`config.mk`:
```
export PLATFORM = sky130hd
export DESIGN_NAME = scr_vec_cell
export DESIGN_NICKNAME = d
export VERILOG_FILES = /design/src/hw/rtl/assert_macros.svh /design/src/hw/rtl/scr_pkg.sv /design/src/hw/rtl/scr_vec_cell.sv
export SDC_FILE = /design/constraint.sdc
export NUM_CORES = 1
export LEC_CHECK = 0
export BUFFER_PORTS_ARGS = -buffer_cell sky130_fd_sc_hd__buf_2
export CAP_MARGIN = 30
export CORE_UTILIZATION = 30
export CTS_CLUSTER_DIAMETER = 120
export DETAILED_ROUTE_END_ITERATION = 8
export HOLD_SLACK_MARGIN = 0.06
export PLACE_DENSITY = 0.58
export SLEW_MARGIN = 30
export SYNTH_ARGS = -nofsm -noshare
export SYNTH_HDL_FRONTEND = slang
export SYNTH_SLANG_ARGS = --single-unit
```
`constraint.sdc`:
```
create_clock -name clk -period 10 [get_ports clk]
set_clock_uncertainty 0.05 [all_clocks]
set_input_delay 0.5 -clock clk [delete_from_list [all_inputs] [get_ports clk]]
set_output_delay 0.5 -clock clk [all_outputs]
set_load 0.05 [all_outputs]
```
`src/hw/rtl/assert_macros.svh`:
```
// Assertion macros shared by the spherical rotation RTL.
// Each macro expects signals named clk and rst_n in the including module.
`ifndef ASSERT_MACROS_SVH
`define ASSERT_MACROS_SVH

// Same-cycle implication, switched off while reset is held.
`define SCR_ASSERT_IMPL(lbl, ante, cons) \
  lbl: assert property (@(posedge clk) disable iff (!rst_n) (ante) |-> (cons)) \
    else $error("scr assertion failed");

// Next-cycle implication, switched off while reset is held.
`define SCR_ASSERT_NEXT(lbl, ante, cons) \
  lbl: assert property (@(posedge clk) disable iff (!rst_n) (ante) |=> (cons)) \
    else $error("scr assertion failed");

`endif

```
`src/hw/rtl/scr_pkg.sv`:
```
// Package for the spherical coordinate rotation core: payload types,
// register indexes, number formats and the arctangent table function.
// No dependencies.
package scr_pkg;

  localparam int SCR_ANGLE_BITS    = 32;
  localparam int SCR_CORDIC_STAGES = 30;
  localparam int SCR_QW            = 36;   // signed Q30 working width
  localparam int SCR_FRAC          = 30;
  localparam int SCR_CFG_IW        = 3;
  localparam logic signed [SCR_QW-1:0] SCR_KINV  = SCR_QW'(652032874);
  localparam logic signed [SCR_QW-1:0] SCR_ONE_Q = SCR_QW'(1073741824);
  localparam logic [63:0] SCR_EIGHTH_TURN = 64'h2000000000000000;
  localparam logic [63:0] SCR_TWO_OVER_PI = 64'hA2F9836E4E441529;

  typedef struct packed {
    logic        [31:0] in_longitude;
    logic signed [31:0] in_latitude;
  } scr_in_t;

  typedef struct packed {
    logic        [31:0] out_longitude;
    logic signed [31:0] out_latitude;
    logic               degenerate;
  } scr_out_t;

  typedef struct packed {
    logic signed [SCR_QW-1:0] x;
    logic signed [SCR_QW-1:0] y;
    logic                     cbpz;
  } scr_xy_t;

  typedef enum logic [SCR_CFG_IW-1:0] {
    CFG_ORIGIN_LON = 3'd0,
    CFG_ORIGIN_LAT = 3'd1,
    CFG_POLE_LON   = 3'd2,
    CFG_POLE_LAT   = 3'd3
  } scr_cfg_idx_t;

  // Restoring division of a 64-bit value by a small odd divisor.
  function automatic logic [63:0] div_small(input logic [63:0] num, input logic [63:0] den);
    logic [63:0] rem;
    logic [63:0] quo;
    rem = '0;
    quo = '0;
    for (int b = 63; b >= 0; b--) begin
      rem = {rem[62:0], num[b]};
      if (rem >= den) begin
        rem    = rem - den;
        quo[b] = 1'b1;
      end
    end
    return quo;
  endfunction

  // atan(2^-i) as a 64-bit fraction of a turn, from the odd power series.
  function automatic logic [63:0] atan_entry(input int unsigned i);
    logic [63:0]  sum;
    logic [63:0]  term;
    logic [127:0] prod;
    sum = '0;
    if (i == 0) begin
      return SCR_EIGHTH_TURN;
    end
    for (int unsigned k = 0; i * (2 * k + 1) <= 62; k++) begin
      term = div_small(64'd1 << (62 - i * (2 * k + 1)), 64'(2 * k + 1));
      if (k[0]) sum = sum - term;
      else      sum = sum + term;
    end
    prod = {64'd0, sum} * {64'd0, SCR_TWO_OVER_PI};
    return prod[127:64];
  endfunction

endpackage

```
`src/hw/rtl/scr_vec_cell.sv`:
```
// One vectoring-mode CORDIC cell on a normalised 64-bit vector, registered.
// Depends on scr_pkg for the arctangent table.
module scr_vec_cell #(
  parameter int ANGLE_BITS = scr_pkg::SCR_ANGLE_BITS,
  parameter int STAGE      = 0
) (
  input  logic                   clk,
  input  logic signed [63:0]     x_i,
  input  logic signed [63:0]     y_i,
  input  logic [ANGLE_BITS-1:0]  z_i,
  output logic signed [63:0]     x_o,
  output logic signed [63:0]     y_o,
  output logic [ANGLE_BITS-1:0]  z_o
);
  import scr_pkg::*;

  localparam logic [63:0]           ATAN64 = atan_entry(STAGE);
  localparam logic [ANGLE_BITS-1:0] ATAN   = ATAN64[63 -: ANGLE_BITS];

  logic signed [63:0]    x_r, y_r, x_nxt, y_nxt;
  logic [ANGLE_BITS-1:0] z_r, z_nxt;

  always_comb begin
    if (!y_i[63]) begin
      x_nxt = x_i + (y_i >>> STAGE);
      y_nxt = y_i - (x_i >>> STAGE);
      z_nxt = z_i + ATAN;
    end else begin
      x_nxt = x_i - (y_i >>> STAGE);
      y_nxt = y_i + (x_i >>> STAGE);
      z_nxt = z_i - ATAN;
    end
  end

  always_ff @(posedge clk) begin
    x_r <= x_nxt;
    y_r <= y_nxt;
    z_r <= z_nxt;
  end

  assign x_o = x_r;
  assign y_o = y_r;
  assign z_o = z_r;

endmodule

```
==> flow_metrics.tcl <==
set metrics [dict create \
    viasPerCell 5.50 \
    synth_commonest_cells "a21oi_1, inv_1, ha_1" \
    critPathSlowestCell "a211oi_1" \
    yosysSeqAreaShare_pct 21.1 \
    routed_wirelength_mm 63.5 \
    syn_avg_cell_area_um2 7.47 \
    crit_chain "buf_2 > inv_1 > ha_1 > inv_1 > a21oi_1 > a2111oi_1 > o41ai_2 > a32oi_1 > a211oi_1 > o21ai_1 > a21bo_2 > and2_1 > a31oi_1 > xnor2_1" \
    endpoint_kind "flip-flop" \
    period_needed_ns 4.43 \
    gr-total-overflow 0 \
    ys_ff_latch 159 \
    numCtsBuffers 17 \
    drt-pass1-iter-count 5 \
    ant_nets 0 \
    worstSetupPathType "in -> reg" \
    yosys_warnings 0 \
    grt_pass1_vias 15800 \
    wl_per_cell_um 21.3 \
    fill_cells 5343 \
    htreeDepth 4 \
    antenna_found_initial 2 \
    min_path_cells 2 \
    hold_slack_ns 0.121 \
    whs_endpoint "z_o[29]$_DFF_P_" \
    dieHeight_um 226 \
    outcome "finished clean" \
    synth_top_cell_area_share_pct 21.1 \
    drt_iter0_markers 1792 \
    dr_total_vias 16400 \
    synth-main-ff-cell "dfxtp_1" \
    crit_top_cell "inv_1" \
    leakage_nw 8.25 \
    clkTransAtPathRegs_ns 0.08 \
    area_growth_syn_to_layout_pct 19.8 \
    worst_pin_slew_ns 1.04 \
    ys_async_sr_fraction_pct 0 \
    arrival_ns 4.79 \
    max_slew_margin_pct 30.8 \
    cts_tree "done" \
    peakVddDrop_uv 159 \
    fmax_mhz 226 \
    start_util_pct 30.6 \
    grt_pass1_wl_mm 94.5 \
    startpoint_type "input pin" \
    critPathMaxStageDelay_ns 0.72 \
    drive_gt1_share_pct 16.7 \
    yosysMostFrequentCell "a21oi_1" \
    hp-class "in -> reg" \
    finalHoldViolations 0 \
    synth_cells 2023 \
    dieArea_um2 51300 \
    crit_required_ns 10.36 \
    power-per-cell-area_nw_per_um2 167 \
    cap_violations 0 \
    portBuffers 320 \
    drcViolationCount 0 \
    min-delay-start "z_i[29]" \
    rsz0062_at_grt "no" \
    clockBufferDepth 2 \
    postCtsResizedCells 0 \
    grt_max_degree 76 \
    synth.cell_area_um2 15100 \
    core_um2 49400 \
    place.gp.congestion 0.970 \
    synth_cell_type_count 85 \
    cts_setup_buffers 0 \
    die_x_um 226 \
    pin_count 321 \
    cts.sinks 159 \
    worstPathMaxFanout 10 \
    syn_nets 2378 \
    detailed_place_hpwl_mm 50.9 \
    ys_top_cells_by_area "dfxtp_1, ha_1, a21oi_1, xnor2_1, inv_1" \
    fin_crit_sh_pct 44.3 \
    synth_edf_count 0 \
    finalNetCount 2660 \
    root_buffer "clkbuf_16" \
    finalSetupTns_ns 0 \
    grt_usage_pct 24.4 \
    fp-row-count 81 \
    setup_viol 0 \
    synth_area_leader_cell "dfxtp_1" \
    drv_slew 0 \
]
-- area by class of cell --
cell class	instances	area [µm²]	share of cell area, %
multi-input combinational	1561	10800	59.4
sequential	159	3180	17.6
clock inverter	14	165	0.912
antenna	1	2.50	0.0138
timing repair buffer	354	1930	10.7
clock buffer	18	439	2.42
inverter	212	796	4.39
tap	664	831	4.59
-- metal layers --
metal / vias up / routed length, µm / global-route usage (%)
met1: 7856 / 28200 / 32.4
met3: 82 / 4570 / 4.50
met4: 2 / 1500 / 7.69
met5: - / 11 / 0
met2: 719 / 29200 / 39.6
li1: 7748 / - / -
-- flip-flops by register name, indices dropped and copies added (netlist names) --
register,flops
y_o,64
z_o,32
x_o,63
-- worst max-delay path by stage --
stage / from / to / slack (ns) / cells past startpoint
2_1_floorplan: y_i[0] / y_o[56]$_DFF_P_ / 6.35 / 14
3_3_place_gp: x_i[10] / y_o[58]$_DFF_P_ / 5.24 / 13
3_5_place_dp: x_i[4] / x_o[54]$_DFF_P_ / 5.15 / 14
4_1_cts: x_i[4] / x_o[54]$_DFF_P_ / 5.71 / 14
5_1_grt: x_i[4] / x_o[54]$_DFF_P_ / 5.42 / 14
6_report: x_i[4] / x_o[54]$_DFF_P_ / 5.57 / 14
-- cells in the final DEF (no fill, tap or decap), types with 23 or more instances in the layout --
cell type	Yosys	routed
nor2_1	162	162
a21o_1	38	38
a211oi_1	23	23
nor4_1	30	30
dfxtp_1	159	159
nand2_1	102	102
o21bai_1	65	65
nand4_1	45	45
mux2i_1	26	26
ha_1	190	190
o31ai_1	27	27
o211ai_1	23	23
o21ai_0	139	139
xnor2_1	117	117
buf_2	7	319
nor3_1	31	31
inv_1	195	195
dlygate4sd3_1	0	29
a21oi_1	280	280
-- critical path: cells and delay by family --
kind	cells	cell delay, ns
AO/OA/AOI/OAI	8	3.19
adder cells (fa/ha/maj)	1	0.48
buffers and inverters	3	0.29
XOR/XNOR	1	0.17
AND/OR/NAND/NOR	1	0.16
-- where the power goes --
group | internal, W | total, W | switching [W]
combinational | 0.000406 | 0.00153 | 0.00112
clock | 0.000343 | 0.000693 | 0.000350
sequential | 0.000767 | 0.000811 | 0.0000434
total | 0.00152 | 0.00303 | 0.00151
-- logic make-up (layout without fill, tap and decap cells) --
| group | count (synthesis) | after routing | synth area share, % |
|---|---|---|---|
| muxes | 27 | 27 | 1.80 |
| other | 0 | 1 | 0 |
| DFF | 159 | 159 | 21.1 |
| and+or+nand+nor | 481 | 481 | 15.4 |
| xor gates and xnor gates | 126 | 126 | 7.30 |
| buffers and inverters | 303 | 598 | 7.73 |
| AOI/OAI and AO/OA | 733 | 733 | 30.5 |
| adders and majority gates | 194 | 194 | 16.3 |
-- timing repair --
item	in CTS	in global routing
hold buffers	29	0
endpoints found under the setup margin	0	0
endpoints found under the hold margin	29	0
-- stage by stage --
step	total power [W]	cell area, µm²	util [%]	std cells	setup slack [ns]
2_1_floorplan	0.00188	15100	-	2023	6.35
3_3_place_gp	0.00233	17200	34.9	2921	5.24
3_5_place_dp	0.00232	17200	34.9	2921	5.15
4_1_cts	0.00305	18100	36.7	2982	5.71
5_1_grt	0.00318	18100	36.7	2982	5.42
6_report	0.00303	18100	36.7	2983	5.57
Power figures use the tool's default switching activity.
