## src/hw/rtl/assert_macros.svh

```systemverilog
// Assertion macros shared by the spherical rotation RTL.
// Each macro expects signals named clk and rst_n in the including module.
`ifndef ASSERT_MACROS_SVH
`define ASSERT_MACROS_SVH

// Same-cycle implication, switched off while reset is held.
`define SCR_ASSERT_IMPL(lbl, ante, cons) \
  lbl: assert property (@(posedge clk) disable iff (!rst_n) (ante) |-> (cons)) \
    else $error("scr assertion failed");

// Next-cycle implication, switched off while reset is held.
`define SCR_ASSERT_NEXT(lbl, ante, cons) \
  lbl: assert property (@(posedge clk) disable iff (!rst_n) (ante) |=> (cons)) \
    else $error("scr assertion failed");

`endif

```

## src/hw/rtl/scr_isqrt_cell.sv

```systemverilog
// One cell of the pipelined integer square root: decides one result bit.
// No package dependency.
module scr_isqrt_cell #(
  parameter int STEP = 0
) (
  input  logic        clk,
  input  logic [63:0] r_i,
  input  logic [63:0] v_i,
  output logic [63:0] r_o,
  output logic [63:0] v_o
);

  localparam logic [63:0] BIT = 64'd1 << (62 - 2 * STEP);

  logic [63:0] r_r, v_r, r_nxt, v_nxt, trial;

  always_comb begin
    trial = r_i + BIT;
    if (v_i >= trial) begin
      v_nxt = v_i - trial;
      r_nxt = (r_i >> 1) + BIT;
    end else begin
      v_nxt = v_i;
      r_nxt = r_i >> 1;
    end
  end

  always_ff @(posedge clk) begin
    r_r <= r_nxt;
    v_r <= v_nxt;
  end

  assign r_o = r_r;
  assign v_o = v_r;

endmodule

```

## config.mk

```make
export PLATFORM = sky130hd
export DESIGN_NAME = scr_isqrt_cell
export DESIGN_NICKNAME = d
export VERILOG_FILES = /design/src/hw/rtl/assert_macros.svh /design/src/hw/rtl/scr_isqrt_cell.sv
export SDC_FILE = /design/constraint.sdc
export NUM_CORES = 1
export LEC_CHECK = 0
export ABC_CLOCK_PERIOD_IN_PS = 5600
export CAP_MARGIN = 0
export CORE_ASPECT_RATIO = 0.75
export CORE_MARGIN = 2
export CORE_UTILIZATION = 46
export CTS_CLUSTER_DIAMETER = 120
export DETAILED_ROUTE_END_ITERATION = 10
export DONT_BUFFER_PORTS = 1
export SLEW_MARGIN = 20
export SYNTH_ARGS = -nofsm -noshare
export SYNTH_HDL_FRONTEND = slang
export SYNTH_SLANG_ARGS = --single-unit
```

## constraint.sdc

```tcl
create_clock -name clk -period 5.6 [get_ports clk]
set_clock_uncertainty 0.15 [all_clocks]
set_input_delay 1.4 -clock clk [delete_from_list [all_inputs] [get_ports clk]]
set_output_delay 1.4 -clock clk [all_outputs]
set_load 0.03 [all_outputs]
```

==> results of run 1 <==
## routing by layer
metal | GRT usage [%] | vias up
met4 | 6.29 | 0
met3 | 8.47 | 19
met2 | 33.8 | 260
met5 | 0 | -
met1 | 32.3 | 2844
li1 | - | 3067
## registers in the layout, summed over array words and instances (netlist names)
name / count
v_o: 64
r_o: 64
## area by class of cell
| class | instances | area share (%) |
|---|---|---|
| clock inverters | 6 | 1.03 |
| well taps | 205 | 3.19 |
| clock buffers | 24 | 5.99 |
| repair buffers | 5 | 0.622 |
| inverters | 78 | 3.64 |
| flip-flops and latches | 128 | 31.9 |
| multi-input cells | 642 | 53.7 |
## final timing paths
path	slack (ns)	cells past startpoint	from	endpoint
worst max-delay path	1.19	11	r_i[16]	v_o[42]
worst min-delay path	0.85	0	r_i[46]	r_o[45]
## Yosys cell counts (10+ instances only)
| library cell | count | area, µm² |
|---|---|---|
| a21o_1 | 49 | 368 |
| nor3_1 | 11 | 55.1 |
| ha_1 | 64 | 801 |
| o21ai_0 | 40 | 200 |
| nand4_1 | 18 | 113 |
| nor2_1 | 82 | 308 |
| buf_2 | 11 | 55.1 |
| clkbuf_1 | 25 | 93.8 |
| mux2_2 | 10 | 113 |
| dfxtp_1 | 128 | 2560 |
| a21oi_1 | 111 | 556 |
| nand3_1 | 14 | 70.1 |
| xnor2_1 | 36 | 315 |
| inv_1 | 78 | 293 |
| nand2_1 | 52 | 195 |
| o21bai_1 | 11 | 82.6 |
| xor2_1 | 20 | 175 |
| and2_1 | 10 | 62.6 |
| nor2b_1 | 10 | 62.6 |
| and3_1 | 13 | 81.3 |
## logic make-up after synthesis
family	Yosys count	share of synthesized area, %
flip-flops	128	35.0
AO/OA/AOI/OAI	272	23.3
buffers and inverters	115	6.10
AND/OR/NAND/NOR	234	15.5
XOR/XNOR	56	6.69
adder cells (fa/ha/maj)	65	11.2
multiplexers	15	2.29
## power by group
| group | switching [mW] | internal, mW |
|---|---|---|
| clock | 0.394 | 0.683 |
| combinational | 0.364 | 0.259 |
| sequential | 0.293 | 1.03 |
## critical path, delay by kind of cell
| family | cells | cell delay, ns |
|---|---|---|
| compound gates | 3 | 0.96 |
| buf+inv | 2 | 0.45 |
| mux | 1 | 0.37 |
| fa+ha+maj | 1 | 0.40 |
| simple gates | 4 | 0.98 |
## stage by stage
step	power, mW	hold slack, ns	setup slack (ns)
after detailed placement	1.96	1.28	0.764
after floorplan	1.82	1.28	1.33
after global routing	3.17	0.831	0.946
final	3.03	0.847	1.19
after global placement	1.95	1.28	0.868
after CTS	3.04	0.837	1.19
==> results.md, run 1 <==
- DRT iter0 DRCs: 402
- Post-route DRC violation count: 0
- Vias per cell: 5.69
- Core area: 15400 µm²
- Final Wtd Congestion: 0.871
- Critical Path AT: 4.56 ns
- CTS Sinks: 128
- Post-synth top flop: dfxtp_1
- Largest net degree at the start of global routing: 54
- Peak supply drop: 0.161 mV
- Placed wire-length estimate: 15800 µm
- # resized after CTS: 0
- Layout Nets: 1066
- Fin crit share: 78.7%
- Yosys cell types: 58
- Asr flop ratio synth: 0%
- Relative slew slack: 52.9%
- Row count: 39
- Dpl cell area: 7480 µm²
- Clk slew on worst S/H paths: 0.06 ns
- RSZ-0062 raised after global routing: no
- Mean Syn Cell Area: 8.28 µm²
- Final Cell Area: 8050 µm²
- Die W: 150 µm
- Fin cells: 1088
- Share of post-route cells with drive strength above 1: 5.66%
- Final Critical Period: 4.41 ns
- Final Max Tran Viols: 0
- Post-Route WL: 20000 µm
- Routed Antenna Nets: 0
- Top Ports: 257
- Initial antenna violation count: 0
- Register area share after synthesis: 35.0%
- Die area: 17000 µm²
- Max Fclk: 227 MHz
- Pwr dens: 376 nW/µm²
- Worst path cell trace: inv_1, ha_1, and2_1, nand3_1, or3_1, a41o_1, nor3_2, o21ai_1, o41ai_4, buf_4, mux2_2
- Met3 wire len: 2190 µm
- Area grow syn2layout: 9.78%
- Leading cell types in the layout, fill and taps excluded: 128 x dfxtp_1, 111 x a21oi_1, 82 x nor2_1
- Multi-input logic area: 4320 µm²
- Status: finished, final reports clean
- Fill count: 1476
- Post-Route Utilization: 52.2%
- Setup TNS: 0 ns
- M1 WL: 9120 µm
- EDFF count, synth: 0
- Pleak: 3.75 nW
- Syn Inst Count: 885
- Diodes inserted: 0
- First-pass GRT wire length: 31200 µm
- H-tree depth: 4
- Final setup fails: 0
- Die H: 113 µm
- DR vias: 6190
- Clock root cell: clkbuf_16
- Buffer count from post-CTS setup fixing: 0
- Dpl cells: 1058
- CP startpoint kind: input pin
- Mapped cell area: 7330 µm²
- GRT Overall Usage: 23.2%
- WP data required: 5.75 ns
- Critical path endpoint category: flip-flop
- Drt pass-1 iters: 6
- Flops & latches, synth: 128
- Syn nets: 1079
- Ys Warns: 0
- Max-cap violation count: 0
- Worst Tran Pin Value: 0.698 ns
- Wirelength per Cell: 18.3 µm
- Detail Route met2 WL: 8400 µm
- CTS Hold Bufs: 0
- Vias in the first global route: 5944
- Crit-path max FO: 34
- CP max stage delay: 0.52 ns
- Max Buffers Root-to-Sink: 2
- Crit Path Class: in2reg
- Total grt overflow: 0
- Hold Vio Cnt, Final: 0
- CTS tree: done
- Worst min-delay path category: in2reg
- Initial Util: 47.5%
- Seq. cell area: 2560 µm²
- TritonCTS buffer count: 17
- CP max-delay cell: o41ai_4
- Highest routing layer actually used: met4
- Most common cell after layout, fill and taps aside: dfxtp_1
- Port Buffers: 0
(Power assumes the default switching activity.)
==> inputs of run 2 (changes only) <==
--- a/config.mk
+++ b/config.mk
@@ -5,7 +5,7 @@
 export SDC_FILE = /design/constraint.sdc
 export NUM_CORES = 1
 export LEC_CHECK = 0
-export ABC_CLOCK_PERIOD_IN_PS = 5600
+export ABC_CLOCK_PERIOD_IN_PS = 3900
 export CAP_MARGIN = 0
 export CORE_ASPECT_RATIO = 0.75
 export CORE_MARGIN = 2
==> constraint.sdc (replaced) <==
create_clock -name clk -period 3.9 [get_ports clk]
set_clock_uncertainty 0.15 [all_clocks]
set_input_delay 0.975 -clock clk [delete_from_list [all_inputs] [get_ports clk]]
set_output_delay 0.975 -clock clk [all_outputs]
set_load 0.03 [all_outputs]
==> results.md, run 2 (same netlist as run 1, synthesis figures left out) <==
- Critical path endpoint category: flip-flop
- H-tree depth: 4 (unchanged)
- CP Launch Point: r_i[6]
- Peak supply drop: 0.235 mV (+45%)
- CP startpoint kind: input pin
- Leading cell types in the layout, fill and taps excluded: 128 x dfxtp_1, 110 x a21oi_1, 90 x buf_4
- Vias in the first global route: 6399 (+7.7%)
- Top Ports: 257 (unchanged)
- Largest net degree at the start of global routing: 29 (-46%)
- Hold Vio Cnt, Final: 0 (unchanged)
- Final Wtd Congestion: 0.897 (+3.0%)
- Post-Route WL: 21400 µm (+7.1%)
- Die area: 17000 µm² (unchanged)
- CTS tree: done
- Dpl cell area: 8110 µm² (+8.5%)
- Final Cell Area: 8800 µm² (+9.3%)
- Setup WS pre-CTS: -0.419 ns (-1.18 ns)
- Crit-path max FO: 4 (-88%)
- Initial Util: 47.5% (unchanged)
- Diodes inserted: 0 (unchanged)
- Relative slew slack: 60.7% (+7.9 points)
- Worst min-delay path category: in2reg
- Clk slew on worst S/H paths: 0.06 ns (about the same)
- Final setup fails: 0 (unchanged)
- Final Max Tran Viols: 0 (unchanged)
- First-pass GRT wire length: 33300 µm (+6.9%)
- Wirelength per Cell: 18.1 µm (-1.2%)
- CTS Sinks: 128 (unchanged)
- Worst hold stages: 0 (unchanged)
- Multi-input logic area: 4330 µm² (+0.17%)
- Routed Antenna Nets: 0 (unchanged)
- Worst setup margin: 0.191 ns (-0.999 ns)
- DR vias: 6580 (+6.3%)
- WP data required: 4.05 ns (-1.70 ns)
- Die H: 113 µm (unchanged)
- Post-route DRC violation count: 0 (unchanged)
- Hold path endpoint: r_o[46]
- Vias per cell: 5.58 (-2.0%)
- Status: finished, final reports clean
- Setup TNS: 0 ns (unchanged)
- Layout Nets: 1156 (+8.4%)
- Share of post-route cells with drive strength above 1: 14.9% (+9.2 points)
- Max Fclk: 270 MHz
- Row count: 39 (unchanged)
- RSZ-0062 raised after global routing: no
- Clock root cell: clkbuf_16
- DRT iter0 DRCs: 496 (+23%)
- Core area: 15400 µm² (unchanged)
- Crit Path Class: in2reg
- Fin crit share: 95.1%
- Drt pass-1 iters: 5 (-1)
- Max-cap violation count: 0 (unchanged)
- Final Critical Period: 3.71 ns
- TritonCTS buffer count: 17 (unchanged)
- Hold path start: r_i[47]
- Area grow syn2layout: 20.0%
- Fill count: 1446 (-2.0%)
- Die W: 150 µm (unchanged)
- Pwr dens: 524 nW/µm² (+39%)
- Initial antenna violation count: 0 (unchanged)
- Port Buffers: 0 (unchanged)
- GRT Overall Usage: 24.9% (+1.7 points)
- Total grt overflow: 0 (unchanged)
- Worst Tran Pin Value: 0.581 ns (-0.116 ns)
- Placed wire-length estimate: 17400 µm (+9.5%)
- Max Buffers Root-to-Sink: 2 (unchanged)
- Most common cell after layout, fill and taps aside: dfxtp_1
- Pleak: 4.21 nW (+12%)
- Critical Path AT: 3.86 ns (-0.70 ns)
- CTS Hold Bufs: 0 (unchanged)
- Seq. cell area: 2560 µm² (unchanged)
==> run 2: critical path, cell delays in order <==
cell	delay, ns
inv_1	0.02
ha_1	0.32
a21oi_1	0.21
o21ai_0	0.13
a31oi_1	0.43
a21oi_1	0.17
nor4b_1	0.33
buf_4	0.17
o31a_1	0.18
o21ai_0	0.13
buf_4	0.17
a221oi_1	0.35
xor2_1	0.19
a21oi_1	0.09
==> run 2: per-stage QoR <==
stage	hold WS [ns]	std cells	util, %	power, mW
after floorplan	0.853	885	-	2.61
after global routing	0.402	1180	57.1	4.81
after CTS	0.411	1176	56.6	4.60
after detailed placement	0.853	1144	52.6	2.95
final	0.423	1180	57.1	4.61
after global placement	0.853	1144	52.6	2.93
==> run 2: worst max-delay path by stage <==
stage                   end  slack, ns  depth (start not counted)
floorplan           v_o[60]       0.05                         12
global placement    v_o[38]      -0.20                         15
detailed placement  v_o[27]      -0.42                         15
CTS                 v_o[27]      0.006                         15
global route        v_o[61]       0.02                         15
finish              v_o[49]       0.19                         14
==> run 2: cell type report <==
cell class | count | area share (%)
Sequential cell | 128 | 29.1
Timing Repair Buffer | 95 | 8.52
Inverter | 78 | 3.33
Clock inverter | 9 | 1.49
Tap cell | 205 | 2.92
Clock buffer | 23 | 5.43
Multi-Input combinational cell | 642 | 49.2
==> run 2: repair_timing <==
item | in CTS | in global routing
setup buffers | 0 | 4
endpoints found under the setup margin | 0 | 46
resized for setup | 0 | 5
==> run 2: power breakdown <==
part / switching [mW] / internal, mW
logic: 0.567 / 0.484
clock network: 0.593 / 1.05
registers: 0.423 / 1.49
==> run 2: layer usage <==
layer | routed length (µm) | vias to the layer above | GRT usage [%]
met5 | 0 | - | 0
met4 | 320 | 0 | 7.80
met3 | 2010 | 24 | 7.62
met2 | 8840 | 288 | 35.0
met1 | 10200 | 3008 | 36.1
li1 | - | 3260 | -
