**config.mk**
```make
export PLATFORM = sky130hd
export DESIGN_NAME = scr_rot_cell
export DESIGN_NICKNAME = d
export VERILOG_FILES = /design/src/hw/rtl/assert_macros.svh /design/src/hw/rtl/scr_pkg.sv /design/src/hw/rtl/scr_rot_cell.sv
export SDC_FILE = /design/constraint.sdc
export NUM_CORES = 1
export LEC_CHECK = 0
export BUFFER_PORTS_ARGS = -buffer_cell sky130_fd_sc_hd__buf_2
export CORE_MARGIN = 8
export CORE_UTILIZATION = 40
export CTS_CLUSTER_DIAMETER = 60
export DETAILED_ROUTE_END_ITERATION = 8
export SLEW_MARGIN = 15
export SYNTH_ARGS = -nofsm -noshare
export SYNTH_HDL_FRONTEND = slang
export SYNTH_SLANG_ARGS = --single-unit
```
**constraint.sdc**
```tcl
create_clock -name clk -period 2.6 [get_ports clk]
set_input_delay 0.52 -clock clk [delete_from_list [all_inputs] [get_ports clk]]
set_output_delay 0.52 -clock clk [all_outputs]
set_load 0.05 [all_outputs]
```
**src/hw/rtl/assert_macros.svh**
```systemverilog
// Assertion macros shared by the spherical rotation RTL.
// Each macro expects signals named clk and rst_n in the including module.
`ifndef ASSERT_MACROS_SVH
`define ASSERT_MACROS_SVH

// Same-cycle implication, switched off while reset is held.
`define SCR_ASSERT_IMPL(lbl, ante, cons) \
  lbl: assert property (@(posedge clk) disable iff (!rst_n) (ante) |-> (cons)) \
    else $error("scr assertion failed");

// Next-cycle implication, switched off while reset is held.
`define SCR_ASSERT_NEXT(lbl, ante, cons) \
  lbl: assert property (@(posedge clk) disable iff (!rst_n) (ante) |=> (cons)) \
    else $error("scr assertion failed");

`endif

```
**src/hw/rtl/scr_pkg.sv**
```systemverilog
// Package for the spherical coordinate rotation core: payload types,
// register indexes, number formats and the arctangent table function.
// No dependencies.
package scr_pkg;

  localparam int SCR_ANGLE_BITS    = 32;
  localparam int SCR_CORDIC_STAGES = 30;
  localparam int SCR_QW            = 36;   // signed Q30 working width
  localparam int SCR_FRAC          = 30;
  localparam int SCR_CFG_IW        = 3;
  localparam logic signed [SCR_QW-1:0] SCR_KINV  = SCR_QW'(652032874);
  localparam logic signed [SCR_QW-1:0] SCR_ONE_Q = SCR_QW'(1073741824);
  localparam logic [63:0] SCR_EIGHTH_TURN = 64'h2000000000000000;
  localparam logic [63:0] SCR_TWO_OVER_PI = 64'hA2F9836E4E441529;

  typedef struct packed {
    logic        [31:0] in_longitude;
    logic signed [31:0] in_latitude;
  } scr_in_t;

  typedef struct packed {
    logic        [31:0] out_longitude;
    logic signed [31:0] out_latitude;
    logic               degenerate;
  } scr_out_t;

  typedef struct packed {
    logic signed [SCR_QW-1:0] x;
    logic signed [SCR_QW-1:0] y;
    logic                     cbpz;
  } scr_xy_t;

  typedef enum logic [SCR_CFG_IW-1:0] {
    CFG_ORIGIN_LON = 3'd0,
    CFG_ORIGIN_LAT = 3'd1,
    CFG_POLE_LON   = 3'd2,
    CFG_POLE_LAT   = 3'd3
  } scr_cfg_idx_t;

  // Restoring division of a 64-bit value by a small odd divisor.
  function automatic logic [63:0] div_small(input logic [63:0] num, input logic [63:0] den);
    logic [63:0] rem;
    logic [63:0] quo;
    rem = '0;
    quo = '0;
    for (int b = 63; b >= 0; b--) begin
      rem = {rem[62:0], num[b]};
      if (rem >= den) begin
        rem    = rem - den;
        quo[b] = 1'b1;
      end
    end
    return quo;
  endfunction

  // atan(2^-i) as a 64-bit fraction of a turn, from the odd power series.
  function automatic logic [63:0] atan_entry(input int unsigned i);
    logic [63:0]  sum;
    logic [63:0]  term;
    logic [127:0] prod;
    sum = '0;
    if (i == 0) begin
      return SCR_EIGHTH_TURN;
    end
    for (int unsigned k = 0; i * (2 * k + 1) <= 62; k++) begin
      term = div_small(64'd1 << (62 - i * (2 * k + 1)), 64'(2 * k + 1));
      if (k[0]) sum = sum - term;
      else      sum = sum + term;
    end
    prod = {64'd0, sum} * {64'd0, SCR_TWO_OVER_PI};
    return prod[127:64];
  endfunction

endpackage

```
**src/hw/rtl/scr_rot_cell.sv**
```systemverilog
// One rotation-mode CORDIC cell: a single micro-rotation, registered.
// Depends on scr_pkg for the arctangent table.
module scr_rot_cell #(
  parameter int ANGLE_BITS = scr_pkg::SCR_ANGLE_BITS,
  parameter int STAGE      = 0
) (
  input  logic                            clk,
  input  logic signed [scr_pkg::SCR_QW-1:0] x_i,
  input  logic signed [scr_pkg::SCR_QW-1:0] y_i,
  input  logic        [ANGLE_BITS-1:0]      z_i,
  output logic signed [scr_pkg::SCR_QW-1:0] x_o,
  output logic signed [scr_pkg::SCR_QW-1:0] y_o,
  output logic        [ANGLE_BITS-1:0]      z_o
);
  import scr_pkg::*;

  localparam logic [63:0]           ATAN64 = atan_entry(STAGE);
  localparam logic [ANGLE_BITS-1:0] ATAN   = ATAN64[63 -: ANGLE_BITS];

  logic signed [SCR_QW-1:0] x_r, y_r, x_nxt, y_nxt;
  logic [ANGLE_BITS-1:0]    z_r, z_nxt;

  always_comb begin
    if (!z_i[ANGLE_BITS-1]) begin
      x_nxt = x_i - (y_i >>> STAGE);
      y_nxt = y_i + (x_i >>> STAGE);
      z_nxt = z_i - ATAN;
    end else begin
      x_nxt = x_i + (y_i >>> STAGE);
      y_nxt = y_i - (x_i >>> STAGE);
      z_nxt = z_i + ATAN;
    end
  end

  always_ff @(posedge clk) begin
    x_r <= x_nxt;
    y_r <= y_nxt;
    z_r <= z_nxt;
  end

  assign x_o = x_r;
  assign y_o = y_r;
  assign z_o = z_r;

endmodule

```
==> results of run 1 <==
[per-layer routing]
layer | up-vias | global-route usage [%]
met2 | 437 | 41.9
met5 | - | 0
met3 | 59 | 3.84
li1 | 5122 | -
met4 | 0 | 8.44
met1 | 4890 | 32.8
[placed cells by master, fill, tap and decap left out, types with 9 or more instances in the layout]
master     synthesis  routed
buf_4              3     353
buf_2             15     199
a21oi_1          133     117
dfxtp_1          103     103
inv_1            110     101
nor2_1           100      94
ha_1             109      82
o21ai_0           76      64
nand2_1           70      63
xnor2_1           56      56
nor3_1            30      22
buf_6              1      22
ha_4               0      21
nand2b_1          20      18
nand3_1           18      16
nor2b_1           18      15
nand4_1           15      15
a21o_1            14      14
mux2i_1           14      14
a21oi_2            0      13
o21ai_1            9      13
o21bai_1          14      13
a31oi_1           15      12
xor2_1            11      11
o21ai_2            3      10
o21a_1             9       9
clkbuf_16          0       9
[worst max-delay path, cell delays in order]
cell and delay, ps:
buf_8 100, inv_4 40, ha_4 190, or4_4 550, or3_4 360, nor3_4 210, o21ai_2 90, o21ai_2 130
a41oi_2 70, a21o_1 210, a2111o_1 350
[cell usage after synthesis (all sizes together), types with 4 or more instances]
master / instances / area (um2)
nor4: 11 / 75.1
inv: 111 / 417
fa: 4 / 80.1
o21ai: 88 / 452
a2111oi: 12 / 105
o21a: 9 / 67.6
a31oi: 15 / 93.8
o21bai: 14 / 105
o22ai: 5 / 31.3
mux2i: 14 / 140
or2: 5 / 31.3
buf: 22 / 120
nand3: 18 / 90.1
nand2: 70 / 263
o31ai: 9 / 72.6
o2111ai: 5 / 50.0
nor2b: 19 / 121
dfxtp: 103 / 2060
a21oi: 133 / 666
a21boi: 4 / 30.0
or3: 9 / 61.3
o211ai: 9 / 72.6
ha: 109 / 1360
nor3: 32 / 176
nand3b: 6 / 45.0
xnor2: 56 / 490
and2: 5 / 31.3
a21o: 14 / 105
nand2b: 20 / 125
a41oi: 4 / 50.1
nand4: 15 / 93.8
clkbuf: 30 / 113
xor2: 11 / 96.3
nor2: 100 / 375
a211oi: 13 / 97.6
a221oi: 7 / 85.1
[cell families (layout without fill, tap and decap cells)]
group	Yosys count	after routing	synth area share [%]
flops	103	103	23.4
fa+ha+maj	113	113	16.4
simple gates	321	321	17.9
buf+inv	166	707	7.48
mux	14	14	1.59
xor+xnor	67	67	6.65
compound gates	370	370	26.7
[stage by stage]
stage	worst slack, ps	cell area [um2]	setup TNS [ps]	hold WS (ps)	cells
final	28.9	14100	0	259	1975
after global routing	-32.7	14100	-207	251	1975
after CTS	-31.9	13400	-31.9	246	1962
after detailed placement	-762	12700	-22750	624	1941
after global placement	-654	12700	-20520	622	1941
after floorplan	-183	8940	-257	548	1154
[report_power, final]
group | total (mW) | internal, mW | switching [mW]
combinational | 4.16 | 1.53 | 2.63
sequential | 1.97 | 1.87 | 0.0985
clock | 1.45 | 0.761 | 0.686
total | 7.58 | 4.17 | 3.41
[worst max path at each step]
stage,from,endpoint,slack [ps],cells after the start
6_report,x_i[28],x_o[32]$_DFF_P_,30,11
5_1_grt,x_i[14],x_o[27]$_DFF_P_,-30,14
4_1_cts,x_i[27],x_o[32]$_DFF_P_,-30,11
3_5_place_dp,x_i[0],x_o[32]$_DFF_P_,-760,13
3_3_place_gp,x_i[0],x_o[32]$_DFF_P_,-650,13
2_1_floorplan,x_i[27],x_o[32]$_DFF_P_,-180,10
[registers in the layout, summed over array words and instances, names as in the netlist]
register	flops
y_o	36
z_o	32
x_o	35
[final cells by class]
class / instances / area share (%)
multi-input combinational: 885 / 49.7
timing repair buffer: 578 / 28.0
sequential: 103 / 14.6
inverter: 114 / 3.15
tap: 280 / 2.48
clock buffer: 9 / 1.59
clock inverter: 6 / 0.540
[timing repair]
action,CTS,global route
gates resized for setup,53,150
hold endpoints to repair,0,0
endpoints found under the setup margin,41,43
setup buffers,7,13
pin swaps,31,48
==> flow_summary.ini, run 1 <==
[timing]
slew_headroom_pct = 60.9
fin_crit_sh_pct = 98.9
hold_violations = 0
grt_setup_unrepaired = yes
drv_slew = 0
worstMarginPinSlew_ps = 582
fin_crit_ps = 2570
setup_viol = 0
max_clock_freq_ghz = 0.389

[hold_path]
hold_path.class = in2reg
min_from = z_i[17]
worstHoldEndpoint = z_o[17]$_DFF_P_
hold_path_depth = 1

[clock_network]
h-tree-depth = 3
clk_pin_slew_ps = 80
ctsRootBufferMaster = clkbuf_16
cts_sinks = 103
numCtsBuffers = 9
cts_buffer_depth = 2
cts_hold_buffers = 0
cts_tree = yes

[cells_and_area]
fill_cells = 1963
fin_util_pct = 65.0
fin_nets = 1909
multiInputGateArea_mm2 = 0.00702
syn_to_final_growth_pct = 60.2
num_antenna_cells = 0
drive_gt1_share_pct = 44.0
seqCellArea_mm2 = 0.00206

[placed_design]
globalplace.congestion = 0.990
hpwlAfterDp_um = 29300
io_buffer_count = 208

[floorplanning]
io_pins = 209
die_area_mm2 = 0.0271
die_width_um = 165
core_mm2 = 0.0218
die_h_um = 165
start_util_pct = 40.6
num_rows = 54

[setup_path]
endpoint_kind = flip-flop
critical_path_class = in2reg
cp.required_ps = 2840
arrival_ps = 2820
crit_path_start_kind = input port
worstPathMaxFanout = 3

[pwr]
p_leak_nw = 6.73
peakVddDrop_mv = 0.425
power.total_mw = 7.58
powerDensity_mw_per_mm2 = 536

[detailed_routing]
routed_wl_um = 36100
wl_met1_um = 15800
viasPerCell = 5.32
final_antenna_net_count = 0
drtIter0Drc = 714
routed.top_layer = met4
dr_wl_met2_um = 16600
wl_per_cell_um = 18.3
wl_met3_um = 2700
vias = 10508
drc = 0
first_pass_iters = 5

[logic_synthesis]
synth_area_mm2 = 0.00883
syn_nets = 1372
synth_edf_count = 0
syn_avg_cell_area_um2 = 7.65
synth.distinct_cells = 80
ys.flop_type = dfxtp_1
synth_seq_cells = 103
syn_inst = 1154
yosysWarnings = 0
async_flop_share_pct = 0
ys_seq_area_share_pct = 23.4

[outcome]
status = complete, no violations

[job]
maxCapViolations = 0

[global_routing]
grt_pass1_vias = 10260
antenna_found_initial = 0
grt.total_usage_pct = 25.2
grt_pass1_wl_um = 54200
grt_max_degree = 51
grt_overflow = 0
Power figures use the tool's default switching activity.
==> inputs of run 2 (changes only) <==
--- a/config.mk
+++ b/config.mk
@@ -7,10 +7,12 @@
 export LEC_CHECK = 0
 export BUFFER_PORTS_ARGS = -buffer_cell sky130_fd_sc_hd__buf_2
 export CORE_MARGIN = 8
-export CORE_UTILIZATION = 40
+export CORE_UTILIZATION = 45
 export CTS_CLUSTER_DIAMETER = 60
 export DETAILED_ROUTE_END_ITERATION = 8
+export PLACE_DENSITY = 0.71
 export SLEW_MARGIN = 15
 export SYNTH_ARGS = -nofsm -noshare
 export SYNTH_HDL_FRONTEND = slang
 export SYNTH_SLANG_ARGS = --single-unit
+export TNS_END_PERCENT = 1
==> flow_summary.ini, run 2 (synthesized netlist as in run 1, its figures left out) <==
[outcome]
status = finished with violations
violations = negative setup slack

[floorplanning]
num_rows = 51
io_pins = 209
core_mm2 = 0.0193
die_width_um = 156
start_util_pct = 45.7
die_area_mm2 = 0.0244
die_h_um = 156

[pwr]
internal-power_mw = 4.03
p_seq_share_pct = 26.5
swShare_pct = 45.7
switching_power_mw = 3.39
clock_power_share_pct = 18.2
powerDensity_mw_per_mm2 = 541
peakVddDrop_mv = 0.360
power_frac_comb_pct = 55.3
p_leak_nw = 6.68

[timing]
setup_viol = 12
worst_slack_ps = -139
grt_setup_unrepaired = yes
fin_crit_sh_pct = 105
fin_crit_ps = 2740
worstMarginPinSlew_ps = 682
max_clock_freq_ghz = 0.365
hold_violations = 0
slew_headroom_pct = 53.4
drv_slew = 0

[cells_and_area]
fin_nets = 1916
fill_cells = 1615
num_antenna_cells = 0
most-common-layout-cells = buf_4, buf_2, a21oi_1
syn_to_final_growth_pct = 55.4
drive_gt1_share_pct = 41.5
fin_util_pct = 71.0
final_common_cell = buf_4
largest_register_ffs = 36
fin_cells = 1967

[clock_network]
clk_pin_slew_ps = 80
numCtsBuffers = 9
cts_sinks = 103
h-tree-depth = 3
cts_tree = yes
cts_hold_buffers = 0
cts_buffer_depth = 2
ctsRootBufferMaster = clkbuf_16

[hold_path]
hold_path.class = in2reg

[detailed_routing]
drc = 0
final_antenna_net_count = 0
wl_per_cell_um = 19.0
routed_wl_um = 37400
vias = 10735
drtIter0Drc = 819
viasPerCell = 5.46
first_pass_iters = 7

[setup_path]
crit_path_start_kind = input port
worstPathCellList = buf_6, buf_4, inv_2, ha_4, fa_2, nand2b_4, a211oi_4, o22ai_2, o211ai_1, buf_4, o211ai_1, a21oi_1, a31oi_1, xnor2_1
cp.required_ps = 2830
cpPeakStageDelay_ps = 380
critical_path_class = in2reg
worstPathMaxFanout = 3
crit_slowest_cell = fa_2
endpoint_kind = flip-flop
arrival_ps = 2970

[global_routing]
grt_pass1_wl_um = 55900
grt_max_degree = 43
grt.total_usage_pct = 29.0
grt_overflow = 0
grt_pass1_vias = 10631
antenna_found_initial = 0

[job]
maxCapViolations = 0

[placed_design]
io_buffer_count = 208
hpwlAfterDp_um = 30200
globalplace.congestion = 0.977
placed_cells = 1947
-- run 2: layer usage --
layer,track usage [%],wire (um)
met4,8.55,944
met1,36.2,15700
met5,0,0
met3,5.15,3090
met2,50.0,17700
-- run 2: final timing paths --
path / to / start / slack, ps / depth (start not counted)
max: y_o[32]$_DFF_P_ / y_i[0] / -140 / 14
min: z_o[23]$_DFF_P_ / z_i[23] / 260 / 1
-- run 2: critical path, delay by kind of cell --
family / cells / cell delay, ps
and+or+nand+nor: 1 / 170
adders and majority gates: 2 / 540
AOI/OAI and AO/OA: 6 / 1170
xor gates and xnor gates: 1 / 150
buffers and inverters: 4 / 430
-- run 2: power by group through the flow --
stage               clock network [mW]  registers, mW  logic, mW
finish                            1.35           1.97       4.10
CTS                               1.36           1.97       3.95
global route                      1.44           1.99       4.32
floorplan                            0           3.03       1.28
global placement                     0           2.00       3.82
detailed placement                   0           2.00       3.85
-- run 2: final cells by class --
type | count | area [um2] | share of cell area, %
clock buffer | 9 | 225 | 1.64
clock inverter | 6 | 53.8 | 0.392
tap | 265 | 332 | 2.42
multi-input combinational | 885 | 6690 | 48.8
timing repair buffer | 585 | 3930 | 28.7
sequential | 103 | 2060 | 15.0
inverter | 114 | 428 | 3.12
-- run 2: stage by stage --
stage / area (um2) / setup TNS (ps) / hold slack, ps / total power [mW] / setup slack [ps]
2_1_floorplan: 8850 / -1080 / 548 / 4.30 / -183
3_3_place_gp: 12800 / -22800 / 622 / 5.82 / -736
3_5_place_dp: 12800 / -24220 / 624 / 5.85 / -791
4_1_cts: 13400 / -420 / 253 / 7.28 / -109
5_1_grt: 13700 / -2420 / 246 / 7.75 / -177
6_report: 13700 / -727 / 257 / 7.42 / -139
-- run 2: timing repair --
item / 4_1_cts / 5_1_grt
buffers inserted: 5 / 1
pin swaps: 24 / 21
endpoints found under the setup margin: 38 / 42
resized for setup: 61 / 62
==> inputs of run 3 (changes only) <==
==> constraint.sdc (replaced) <==
create_clock -name clk -period 2.6 [get_ports clk]
set_input_delay 0.26 -clock clk [delete_from_list [all_inputs] [get_ports clk]]
set_output_delay 0.26 -clock clk [all_outputs]
set_load 0.05 [all_outputs]
==> flow_summary.ini, run 3 (synthesized netlist as in run 1, its figures left out) <==
[outcome]
status = complete, no violations

[placed_design]
io_buffer_count = 208
placed_cells = 1875
globalplace.congestion = 1.00
place_area_mm2 = 0.0122
hpwlAfterDp_um = 28300

[detailed_routing]
final_antenna_net_count = 0
drc = 0
drtIter0Drc = 902
first_pass_iters = 5
routed_wl_um = 34900
wl_per_cell_um = 18.2
vias = 10458
viasPerCell = 5.45

[job]
maxCapViolations = 0

[floorplanning]
die_width_um = 156
die_area_mm2 = 0.0244
start_util_pct = 45.7
core_mm2 = 0.0193
io_pins = 209
die_h_um = 156
num_rows = 51

[timing]
grt_setup_unrepaired = yes
hold_violations = 0
max_clock_freq_ghz = 0.386
worstMarginPinSlew_ps = 777
drv_slew = 0
slew_headroom_pct = 48.2
fin_crit_sh_pct = 99.6
fin_crit_ps = 2590
setup_viol = 0

[clock_network]
h-tree-depth = 3
numCtsBuffers = 9
cts_buffer_depth = 2
ctsRootBufferMaster = clkbuf_16
clk_pin_slew_ps = 80
cts_sinks = 103
cts_tree = yes

[cells_and_area]
most-common-layout-cells = buf_4, buf_2, a21oi_1
largest_register_ffs = 36
num_antenna_cells = 0
fin_nets = 1867
seqCellArea_mm2 = 0.00206
fin_cells = 1919
fill_cells = 1713
final_area_mm2 = 0.0129
drive_gt1_share_pct = 34.7
syn_to_final_growth_pct = 46.5
final_common_cell = buf_4
multiInputGateArea_mm2 = 0.00625

[global_routing]
grt_pass1_vias = 10443
grt.busiest_layer = met2
grt_overflow = 0
use_met3_pct = 5.62
antenna_found_initial = 0
grt.total_usage_pct = 27.9
groute.layer.met1.usage_pct = 35.6
grt_pass1_wl_um = 54600
grt_max_degree = 72
use_met2_pct = 46.6

[pwr]
powerDensity_mw_per_mm2 = 558
p_leak_nw = 6.37
peakVddDrop_mv = 0.325
power.total_mw = 7.22

[hold_path]
hold_path.class = in2reg
worstHoldEndpoint = z_o[9]$_DFF_P_
min_from = z_i[9]
hold_path_depth = 1

[setup_path]
endpoint_kind = flip-flop
arrival_ps = 2850
worstPathMaxFanout = 8
crit_path_start_kind = input port
critical_path_class = in2reg
startpoint = x_i[4]
cp.required_ps = 2860
-- run 3: cell types whose count changed in the layout (fill, tap and decap cells not counted), moves of 5 or more --
cell and change:
buf_4 -67, dlygate4sd3_1 +26, ha_1 +19, ha_4 -12
a21oi_1 +8, buf_6 -8, o21ai_0 +8, ha_2 -7
a21oi_2 -6, o21ai_1 -5
-- run 3: final cells by class --
type / count / share of cell area [%]
Clock buffer: 11 / 1.80
Clock inverter: 5 / 0.503
Inverter: 114 / 3.31
Multi-Input combinational cell: 885 / 48.3
Sequential cell: 103 / 15.9
Tap cell: 265 / 2.56
Timing Repair Buffer: 536 / 27.6
-- run 3: layer usage --
| layer | vias up | wire length [um] |
|---|---|---|
| li1 | 5054 | - |
| met4 | 0 | 789 |
| met2 | 500 | 16100 |
| met3 | 65 | 2880 |
| met1 | 4839 | 15100 |
| met5 | - | 0 |
-- run 3: worst max-delay path, stage by stage --
cell and delay (ps):
buf_2 100, inv_1 50, ha_2 390, nor2b_2 90, a2111o_1 400, o22a_2 250, a221oi_4 400, o21ai_2 160
a2111oi_1 520, a221oi_1 110, o311ai_1 120
-- run 3: power breakdown --
| part | total (mW) | switching, mW | internal (mW) |
|---|---|---|---|
| sequential | 1.97 | 0.0957 | 1.87 |
| clock | 1.43 | 0.666 | 0.760 |
| combinational | 3.83 | 2.49 | 1.34 |
-- run 3: repair_timing --
action	4_1_cts	5_1_grt
gates resized for setup	6	26
buffers inserted	0	2
pin swaps	0	11
endpoints found under the hold margin	25	1
setup endpoints to repair	9	29
hold buffers	25	1
-- run 3: worst max-delay path by stage --
stage	slack, ps	end
2_1_floorplan	30	x_o[32]$_DFF_P_
3_3_place_gp	-430	x_o[32]$_DFF_P_
3_5_place_dp	-510	x_o[32]$_DFF_P_
4_1_cts	-80	x_o[32]$_DFF_P_
5_1_grt	-70	y_o[29]$_DFF_P_
6_report	10	y_o[29]$_DFF_P_
-- run 3: stage by stage --
stage          hold WS (ps)  setup TNS (ps)  utilization, %  setup WS, ps
6_report               13.6               0            66.9          10.5
5_1_grt                5.83            -215            66.9         -74.3
4_1_cts                2.05           -80.1            66.2         -80.1
3_5_place_dp            364          -12680            63.2          -505
3_3_place_gp            362          -10800            63.2          -428
2_1_floorplan           288               0               -          28.2
